[config.mk]
export PLATFORM = sky130hd
export DESIGN_NAME = kd_split_plane_selector_core
export DESIGN_NICKNAME = d
export VERILOG_FILES = /design/src/rtl/kdsp_pkg.sv /design/src/rtl/kdsp_front.sv /design/src/rtl/kdsp_queue.sv /design/src/rtl/kdsp_back.sv /design/src/rtl/kd_split_plane_selector_core.sv
export SDC_FILE = /design/constraint.sdc
export NUM_CORES = 1
export LEC_CHECK = 0
export ABC_AREA = 0
export BUFFER_PORTS_ARGS = -buffer_cell sky130_fd_sc_hd__buf_2
export CELL_PAD_IN_SITES_DETAIL_PLACEMENT = 0
export CELL_PAD_IN_SITES_GLOBAL_PLACEMENT = 1
export CORE_MARGIN = 2
export CORE_UTILIZATION = 56
export CTS_BUF_LIST = sky130_fd_sc_hd__clkbuf_8
export CTS_CLUSTER_DIAMETER = 80
export DETAILED_ROUTE_END_ITERATION = 10
export GPL_TIMING_DRIVEN = 0
export PLACE_DENSITY_LB_ADDON = 0.2
export SLEW_MARGIN = 20
export SYNTH_ARGS = -nofsm -noshare
export SYNTH_HDL_FRONTEND = slang
export SYNTH_HIERARCHICAL = 1
export SYNTH_SLANG_ARGS = --single-unit
[constraint.sdc]
create_clock -name clk -period 20.3 [get_ports clk]
set_clock_uncertainty 0.15 [all_clocks]
set_input_delay 2.03 -clock clk [delete_from_list [all_inputs] [get_ports clk]]
set_output_delay 2.03 -clock clk [all_outputs]
set_load 0.05 [all_outputs]
[src/rtl/kdsp_pkg.sv]
// shared types, codes and helpers for the kd split plane selector
package kdsp_pkg;

  localparam int MAX_INTERVALS_DEF = 1024;
  localparam int AXIS_COUNT        = 3;
  localparam int QUEUE_DEPTH       = 4;

  localparam int IC_W        = 11;
  localparam int AX_W        = 2;
  localparam int COORD_W     = 32;
  localparam int COST_OUT_W  = 12;
  localparam int COST_FLOOR  = -2048;
  localparam int OUT_DATA_W  = 96;

  // register indexes of the configuration port
  localparam logic REG_INTERVAL_COUNT = 1'b0;
  localparam logic REG_START_AXIS     = 1'b1;

  // endpoint classes handed from front to back
  localparam logic [1:0] OP_FIRST = 2'd0;
  localparam logic [1:0] OP_LOW   = 2'd1;
  localparam logic [1:0] OP_HIGH  = 2'd2;

  typedef struct packed {
    logic [COORD_W-1:0] coord;
    logic [1:0]         op;
    logic               last;
  } item_t;

  typedef struct packed {
    logic [IC_W-1:0] interval_count;
    logic [AX_W-1:0] start_axis;
  } cfg_t;

  // small value reduced modulo the axis count
  function automatic logic [AX_W-1:0] axis_mod(input logic [2:0] v);
    logic [2:0] r;
    r = v;
    for (int i = 0; i < 3; i++) begin
      if (r >= 3'(AXIS_COUNT)) begin
        r = r - 3'(AXIS_COUNT);
      end
    end
    return r[AX_W-1:0];
  endfunction

endpackage

[src/rtl/kdsp_front.sv]
// front end: accepts endpoints and tags each as list start, low or high end
module kdsp_front (
  input  logic                  clk,
  input  logic                  rst,
  input  logic                  s_axis_tvalid,
  output logic                  s_axis_tready,
  input  logic [31:0]           s_axis_tdata,
  input  logic                  s_axis_tuser,
  input  logic                  s_axis_tlast,
  input  logic                  q_full,
  output logic                  push,
  output kdsp_pkg::item_t       push_item
);

  logic first_of_list;

  assign s_axis_tready = !q_full;
  assign push          = s_axis_tvalid && s_axis_tready;

  always_comb begin
    push_item.coord = s_axis_tdata;
    push_item.last  = s_axis_tlast;
    if (first_of_list) begin
      push_item.op = kdsp_pkg::OP_FIRST;
    end else if (s_axis_tuser) begin
      push_item.op = kdsp_pkg::OP_HIGH;
    end else begin
      push_item.op = kdsp_pkg::OP_LOW;
    end
  end

  // a new list begins after reset and after every list end
  always_ff @(posedge clk) begin
    if (rst) begin
      first_of_list <= 1'b1;
    end else if (push) begin
      first_of_list <= s_axis_tlast;
    end
  end

endmodule

[src/rtl/kdsp_queue.sv]
// short fifo of classified endpoints between front and back
module kdsp_queue (
  input  logic            clk,
  input  logic            rst,
  input  logic            push,
  input  kdsp_pkg::item_t push_item,
  output logic            full,
  input  logic            pop,
  output logic            head_valid,
  output kdsp_pkg::item_t head_item
);

  localparam int DEPTH = kdsp_pkg::QUEUE_DEPTH;
  localparam int PW    = $clog2(DEPTH);
  localparam int NW    = $clog2(DEPTH + 1);

  kdsp_pkg::item_t mem [DEPTH];
  logic [PW-1:0]   wptr;
  logic [PW-1:0]   rptr;
  logic [NW-1:0]   count;

  assign full       = (count == NW'(DEPTH));
  assign head_valid = (count != '0);
  assign head_item  = mem[rptr];

  always_ff @(posedge clk) begin
    if (push) begin
      mem[wptr] <= push_item;
    end
  end

  always_ff @(posedge clk) begin
    if (rst) begin
      wptr  <= '0;
      rptr  <= '0;
      count <= '0;
    end else begin
      if (push) begin
        wptr <= (wptr == PW'(DEPTH - 1)) ? '0 : wptr + 1'b1;
      end
      if (pop) begin
        rptr <= (rptr == PW'(DEPTH - 1)) ? '0 : rptr + 1'b1;
      end
      case ({push, pop})
        2'b10:   count <= count + 1'b1;
        2'b01:   count <= count - 1'b1;
        default: count <= count;
      endcase
    end
  end

endmodule

[src/rtl/kdsp_back.sv]
// back end: sweep cost update, per-node best tracking and output register
module kdsp_back #(
  parameter int MAX_INTERVALS = kdsp_pkg::MAX_INTERVALS_DEF
) (
  input  logic                               clk,
  input  logic                               rst,
  input  kdsp_pkg::cfg_t                     cfg,
  input  logic                               head_valid,
  input  kdsp_pkg::item_t                    head_item,
  output logic                               pop,
  output logic                               m_axis_tvalid,
  input  logic                               m_axis_tready,
  output logic [kdsp_pkg::OUT_DATA_W-1:0]    m_axis_tdata,
  output logic                               m_axis_tlast
);

  localparam int CNTW = $clog2(MAX_INTERVALS + 1);
  localparam int CW   = CNTW + 3;
  localparam int EW   = (CW > 13) ? CW : 13;
  localparam logic signed [EW-1:0] FLOOR = EW'(kdsp_pkg::COST_FLOOR);

  function automatic logic [kdsp_pkg::COST_OUT_W-1:0] clamp_cost(
    input logic signed [CW-1:0] c);
    logic signed [EW-1:0] e;
    e = EW'(c);
    if (e < FLOOR) begin
      e = FLOOR;
    end
    return e[kdsp_pkg::COST_OUT_W-1:0];
  endfunction

  // sweep state
  logic [CNTW-1:0]        below_count, below_count_next;
  logic [CNTW-1:0]        above_count, above_count_next;
  logic signed [CW-1:0]   sweep_cost, sweep_cost_next;
  logic [31:0]            sweep_value, sweep_value_next;
  logic                   sweep_optimal, sweep_optimal_next;
  logic                   sweep_stopped, sweep_stopped_next;
  // node state
  logic [1:0]             axes_swept, axes_swept_next;
  logic [1:0]             node_best_axis, node_best_axis_next;
  logic [31:0]            node_best_value, node_best_value_next;
  logic signed [CW-1:0]   node_best_cost, node_best_cost_next;
  logic                   node_finished, node_finished_next;

  logic [CNTW-1:0]        n;
  logic [CNTW+2:0]        five_n;
  logic signed [CW-1:0]   n_s, bias, best_base, min_cost;
  logic [CNTW-1:0]        b1;
  logic signed [CW-1:0]   b1_s, a_s, unbal, unbal_abs, hcost;
  logic [1:0]             axes_eff;
  logic [1:0]             first_ax, axis;
  logic [kdsp_pkg::OUT_DATA_W-1:0] out_data;
  logic                   out_free;

  always_comb begin
    if (cfg.interval_count < 11'd2) begin
      n = CNTW'(2);
    end else if (32'(cfg.interval_count) > 32'(MAX_INTERVALS)) begin
      n = CNTW'(MAX_INTERVALS);
    end else begin
      n = CNTW'(cfg.interval_count);
    end
  end

  assign five_n    = {n, 2'b00} + (CNTW+3)'(n);
  assign n_s       = signed'(CW'(n));
  assign bias      = signed'(CW'(five_n >> 2));
  assign best_base = bias - (n_s <<< 1);
  assign min_cost  = best_base + signed'(CW'(n[0]));

  // cost of a high endpoint against the current counts
  assign b1        = (below_count < n) ? below_count + 1'b1 : below_count;
  assign b1_s      = signed'(CW'(b1));
  assign a_s       = signed'(CW'(above_count));
  assign unbal     = b1_s - a_s;
  assign unbal_abs = unbal[CW-1] ? -unbal : unbal;
  assign hcost     = bias - ((b1_s + a_s) <<< 1) + unbal_abs;

  assign out_free = !m_axis_tvalid || m_axis_tready;
  assign pop      = head_valid && (!head_item.last || out_free);

  assign axes_eff = node_finished ? 2'd0 : axes_swept;
  assign first_ax = kdsp_pkg::axis_mod({1'b0, cfg.start_axis});
  assign axis     = kdsp_pkg::axis_mod(3'(first_ax) + 3'(axes_eff));

  always_comb begin
    below_count_next     = below_count;
    above_count_next     = above_count;
    sweep_cost_next      = sweep_cost;
    sweep_value_next     = sweep_value;
    sweep_optimal_next   = sweep_optimal;
    sweep_stopped_next   = sweep_stopped;
    axes_swept_next      = axes_swept;
    node_best_axis_next  = node_best_axis;
    node_best_value_next = node_best_value;
    node_best_cost_next  = node_best_cost;
    node_finished_next   = node_finished;

    case (head_item.op)
      kdsp_pkg::OP_FIRST: begin
        below_count_next   = '0;
        above_count_next   = n - 1'b1;
        sweep_cost_next    = '0;
        sweep_value_next   = '0;
        sweep_optimal_next = 1'b0;
        sweep_stopped_next = 1'b0;
      end
      kdsp_pkg::OP_HIGH: begin
        if (!sweep_stopped) begin
          below_count_next = b1;
          if (hcost < sweep_cost) begin
            sweep_cost_next  = hcost;
            sweep_value_next = head_item.coord;
            if (hcost == min_cost) begin
              sweep_optimal_next = 1'b1;
              sweep_stopped_next = 1'b1;
            end
          end else if (sweep_cost <= best_base + unbal) begin
            sweep_stopped_next = 1'b1;
          end
          if (b1 >= n) begin
            sweep_stopped_next = 1'b1;
          end
        end
      end
      kdsp_pkg::OP_LOW: begin
        if (!sweep_stopped && above_count != '0) begin
          above_count_next = above_count - 1'b1;
        end
      end
      default: begin
      end
    endcase

    // a finished node is cleared when the next endpoint is taken
    if (node_finished) begin
      axes_swept_next    = 2'd0;
      node_finished_next = 1'b0;
    end

    if (head_item.last) begin
      if (axes_eff == 2'd0 || sweep_cost_next < node_best_cost) begin
        node_best_axis_next  = axis;
        node_best_value_next = sweep_value_next;
        node_best_cost_next  = sweep_cost_next;
      end
      axes_swept_next = (axes_eff < 2'(kdsp_pkg::AXIS_COUNT)) ? axes_eff + 1'b1 : axes_eff;
      node_finished_next = sweep_optimal_next ||
                           (axes_swept_next >= 2'(kdsp_pkg::AXIS_COUNT));
    end
  end

  // low to high: axis_index, axis_cost, axis_split_value, axis_optimal,
  // best_axis, best_split_value, best_cost, split_found, zero fill
  assign out_data = {2'b00,
                     node_best_cost_next[CW-1],
                     clamp_cost(node_best_cost_next),
                     node_best_value_next,
                     node_best_axis_next,
                     sweep_optimal_next,
                     sweep_value_next,
                     clamp_cost(sweep_cost_next),
                     axis};

  always_ff @(posedge clk) begin
    if (rst) begin
      sweep_stopped <= 1'b0;
      sweep_optimal <= 1'b0;
      axes_swept    <= 2'd0;
      node_finished <= 1'b0;
    end else if (pop) begin
      sweep_stopped <= sweep_stopped_next;
      sweep_optimal <= sweep_optimal_next;
      axes_swept    <= axes_swept_next;
      node_finished <= node_finished_next;
    end
  end

  always_ff @(posedge clk) begin
    if (pop) begin
      below_count     <= below_count_next;
      above_count     <= above_count_next;
      sweep_cost      <= sweep_cost_next;
      sweep_value     <= sweep_value_next;
      node_best_axis  <= node_best_axis_next;
      node_best_value <= node_best_value_next;
      node_best_cost  <= node_best_cost_next;
    end
  end

  // output register
  always_ff @(posedge clk) begin
    if (rst) begin
      m_axis_tvalid <= 1'b0;
    end else if (pop && head_item.last) begin
      m_axis_tvalid <= 1'b1;
    end else if (m_axis_tready) begin
      m_axis_tvalid <= 1'b0;
    end
  end

  always_ff @(posedge clk) begin
    if (pop && head_item.last) begin
      m_axis_tdata <= out_data;
      m_axis_tlast <= node_finished_next;
    end
  end

endmodule

[src/rtl/kd_split_plane_selector_core.sv]
// top level of the kd split plane selector
// Sweeps the sorted endpoint lists of a kd-tree node axis by axis and reports,
// at every list end, that axis's best split and the best split over the node
// so far. One endpoint is accepted every clock cycle, sustained, for as long
// as results are taken; the cost update and compare are combinational,
// registered as an endpoint is popped. A list end goes through the queue,
// then the output register; the four-entry queue between the input stage
// and the sweep unit absorbs short output stalls. Results stay in the
// output register until taken; tlast marks the result that finishes a node.
module kd_split_plane_selector_core #(
  parameter int MAX_INTERVALS = kdsp_pkg::MAX_INTERVALS_DEF
) (
  input  logic        clk,
  input  logic        rst,
  // config write port
  input  logic        cfg_we,
  input  logic        cfg_index,
  input  logic [10:0] cfg_wdata,
  // endpoint stream
  input  logic        s_axis_tvalid,
  output logic        s_axis_tready,
  input  logic [31:0] s_axis_tdata,    // coordinate
  input  logic        s_axis_tuser,    // is_high_end
  input  logic        s_axis_tlast,    // last_of_axis
  // result stream
  output logic        m_axis_tvalid,
  input  logic        m_axis_tready,
  // axis_index, axis_cost, axis_split_value, axis_optimal, best_axis,
  // best_split_value, best_cost, split_found, zero fill
  output logic [95:0] m_axis_tdata,
  output logic        m_axis_tlast     // node_done
);

  kdsp_pkg::cfg_t  cfg;
  logic            q_full;
  logic            push;
  kdsp_pkg::item_t push_item;
  logic            pop;
  logic            head_valid;
  kdsp_pkg::item_t head_item;

  always_ff @(posedge clk) begin
    if (rst) begin
      cfg.interval_count <= 11'd2;
      cfg.start_axis     <= 2'd0;
    end else if (cfg_we) begin
      case (cfg_index)
        kdsp_pkg::REG_INTERVAL_COUNT: cfg.interval_count <= cfg_wdata;
        kdsp_pkg::REG_START_AXIS:     cfg.start_axis     <= cfg_wdata[1:0];
        default: begin
        end
      endcase
    end
  end

  kdsp_front u_front (
    .clk           (clk),
    .rst           (rst),
    .s_axis_tvalid (s_axis_tvalid),
    .s_axis_tready (s_axis_tready),
    .s_axis_tdata  (s_axis_tdata),
    .s_axis_tuser  (s_axis_tuser),
    .s_axis_tlast  (s_axis_tlast),
    .q_full        (q_full),
    .push          (push),
    .push_item     (push_item)
  );

  kdsp_queue u_queue (
    .clk        (clk),
    .rst        (rst),
    .push       (push),
    .push_item  (push_item),
    .full       (q_full),
    .pop        (pop),
    .head_valid (head_valid),
    .head_item  (head_item)
  );

  kdsp_back #(
    .MAX_INTERVALS (MAX_INTERVALS)
  ) u_back (
    .clk           (clk),
    .rst           (rst),
    .cfg           (cfg),
    .head_valid    (head_valid),
    .head_item     (head_item),
    .pop           (pop),
    .m_axis_tvalid (m_axis_tvalid),
    .m_axis_tready (m_axis_tready),
    .m_axis_tdata  (m_axis_tdata),
    .m_axis_tlast  (m_axis_tlast)
  );

endmodule

==> key figures <==
Finish
  – Design Area, Final: 23500 µm²
  – Layout overhead on the synthesized area: 12.2%
  – FF/Latch Area: 11100 µm²
  – Most frequent cells in the layout: 351 x edfxtp_1, 191 x inv_1, 147 x ha_1, 122 x buf_2, 73 x nor2_1
  – Area taken by multi-input logic gates: 8690 µm²
  – Antenna diode instance count: 0
  – Fill cell total of the finished layout: 2751
  – Post-layout nets: 2012
  – Most common cell after layout, fill and taps aside: edfxtp_1
  – Share of post-route cells with drive strength above 1: 0.193

Place
  – Post-detailed-placement half-perimeter wirelength: 33700 µm
  – Count of port buffers added during placement: 115
  – Post-Place Cell Area: 22300 µm²
  – Final RePlAce weighted congestion: 0.835

Logic synthesis
  – Flops & latches, synth: 380
  – Post-synth top area cell: edfxtp_1
  – Primary flip-flop cell chosen by synthesis mapping: edfxtp_1
  – Top cell type's share of synthesized area: 0.503
  – Top area cells in the synthesized netlist: edfxtp_1 50%, ha_1 8.8%, mux4_2 3.2%
  – Total standard cell area after synthesis: 20900 µm²
  – Warning count from the yosys run: 6
  – Average cell area after synthesis: 13.0 µm²
  – Xor and xnor area share after synthesis: 0.0437
  – Main combinational cell family by area after synthesis: adder cells
  – Post-synthesis simple-gate area fraction: 0.0800
  – Number of enable flip-flop cells after synthesis: 351
  – Number of standard cells after synthesis: 1607
  – Synthesized-area fraction occupied by ao, oa, aoi and oai cells: 0.104
  – Post-synthesis share of cell area spent on full adders, half adders and majority gates: 0.105
  – Count of different cell masters after synthesis: 91
  – Share of flip-flops with an asynchronous set or reset: 0
  – Part of the Yosys area used for sequential elements: 0.531
  – Share of synthesized area spent on multiplexers: 0.0802

GRT
  – Pin count of the biggest net entering global routing: 71
  – Overflow left after global routing: 0
  – Vias in the first global route: 13.2k
  – Initial antenna violation count: 0
  – Total GRT Usage: 0.241
  – Global-route wire length before repair: 72500 µm

Clock tree
  – Clock-pin transition on the worst setup and hold timing paths: 60 ps
  – TritonCTS Sinks: 380
  – Insertion delay to the later sink of the worst-skew pair: 640 ps
  – TritonCTS clock tree: built
  – Post-CTS Setup Bufs: 0
  – H-tree lvl count: 2
  – Bufs on Longest Clock Path: 3
  – CTS root buf: clkbuf_8
  – Number of gates given a new drive strength after cts: 0
  – Num CTS Buffers: 61
  – Count of hold-fix buffers inserted at cts: 0

Setup path
  – Start-to-end type of the worst setup path: flip-flop to flip-flop
  – CP top delay family: compound AO/OA/AOI/OAI gates
  – WP data required: 20520 ps
  – Type of origin of the critical path: flip-flop
  – Cell seen most often among critical-path stages: a21oi_1
  – CP max-delay cell: a21oi_1
  – Critical-path maximum fanout: 10
  – Worst path buffer plus inverter count: 7
  – Delay of the slowest critical-path stage: 740 ps
  – Sort of element at the end of the critical path: flip-flop
  – Data arrival at the endpoint of the critical path: 15300 ps

Outcome
  – Status: complete, no violations

Detailed routing
  – Number of nets with antenna violations after routing: 0
  – Remaining DRCs: 0
  – Wire per inst: 20.0 µm
  – Mean number of vias per cell: 5.70
  – Total vias in the final route: 13.2k
  – First-pass detailed-route iteration total: 5
  – Wire length after detailed routing: 46400 µm
  – First-iteration detailed-routing DRC count: 797

Run
  – Number of maximum-capacitance violations: 0

STA
  – Final setup viols: 0
  – Final worst path period need: 15080 ps
  – Total Negative Setup Slacks: 0 ps
  – Final count of hold timing violations: 0
  – Portion of the clock cycle consumed by the worst path in the final layout: 0.743
  – Number of max-slew violations in the final report: 0
  – Achievable Freq: 66.3 MHz
  – Relative slew margins: 0.367
  – Worst-margin pin slew: 949 ps
  – RSZ-0062 raised after global routing: no

Hold path
  – Worst hold-check path type: flip-flop to flip-flop

Floorplanning
  – Die outline area: 39000 µm²
  – Io pins: 150
  – Die Span Y: 197 µm
  – Placeable core area: 36700 µm²
  – FP Rows: 70
  – Effective utilization at floorplan: 0.571
  – Overall die width: 197 µm
[flip-flops by register name, indices dropped and copies added, names as in the netlist, 2 cells and up, named ones only]
name / cells
u_back/node_best_axis: 2
u_queue/count: 3
u_back/above_count: 11
u_back/sweep_value: 32
u_back/axes_swept: 2
u_back/node_best_cost: 14
u_back/sweep_cost: 14
u_queue/wptr: 2
u_queue/mem: 140
u_queue/rptr: 2
u_back/node_best_value: 32
u_back/below_count: 11
cfg: 13
u_back/m_axis_tdata: 94
[area by class of cell]
class / count / share of cell area
sequential: 380 / 0.473
multi-input combinational: 985 / 0.370
clock buffer: 65 / 0.0381
timing repair buffer: 123 / 0.0312
inverter: 168 / 0.0270
tap: 468 / 0.0249
buffer: 77 / 0.0228
clock inverter: 51 / 0.0132
[logic make-up after synthesis]
logic type               count (synthesis)
flip-flops                             380
AO/OA/AOI/OAI                          312
XOR/XNOR                                94
other                                    2
buffers and inverters                  245
multiplexers                           103
adder cells (fa/ha/maj)                165
AND/OR/NAND/NOR                        306
[per-layer routing]
metal | global-route usage | routed length [µm]
met1 | 0.324 | 20400
met3 | 0.0488 | 2530
met2 | 0.398 | 22200
met5 | 0 | 0
met4 | 0.0757 | 1220
[stage by stage]
stage                     utilization  hold WS, ps  std cells  setup WS [ps]
final                           0.640          334       2317           5220
after global routing            0.640          350       2317           4300
after CTS                       0.640          334       2317           5460
after detailed placement        0.608          322       2201           5570
after global placement          0.603          320       2193           5740
after floorplan                     -          300       1610           8490
[worst min-delay path, delay by kind of cell, from the launching register on]
family	cells	cell delay (ps)
flops	1	320
simple gates	1	70
compound gates	1	50
[final timing paths]
check                                    startpoint                                 to  slack, ps  cells after the start
worst max-delay path            cfg[9]$_SDFFE_PP0P_  u_back/m_axis_tdata[58]$_DFFE_PP_       5220                     54
worst min-delay path            cfg[6]$_SDFFE_PP0P_                cfg[6]$_SDFFE_PP0P_        330                      2
worst max register to register  cfg[9]$_SDFFE_PP0P_  u_back/m_axis_tdata[58]$_DFFE_PP_       5220                     54
worst min register to register  cfg[6]$_SDFFE_PP0P_                cfg[6]$_SDFFE_PP0P_        330                      2
[cell usage after synthesis (all sizes together), types with 14 or more instances]
master / n
buf: 55
a21o: 29
nand3: 21
inv: 167
nand2b: 30
a211oi: 14
o21a: 16
mux2i: 29
a21oi: 70
xor2: 32
mux4: 35
dfxtp: 29
nor3: 15
edfxtp: 351
a22o: 48
o21ai: 59
ha: 147
clkbuf: 22
nand4: 15
nor2: 73
nor2b: 26
mux2: 39
xnor2: 56
nand2: 51
fa: 18
o21bai: 16
or3: 15
Power is left out: the tool's default activity adds up to more than one toggle a clock period on the data nets, which glitch-free logic cannot reach.
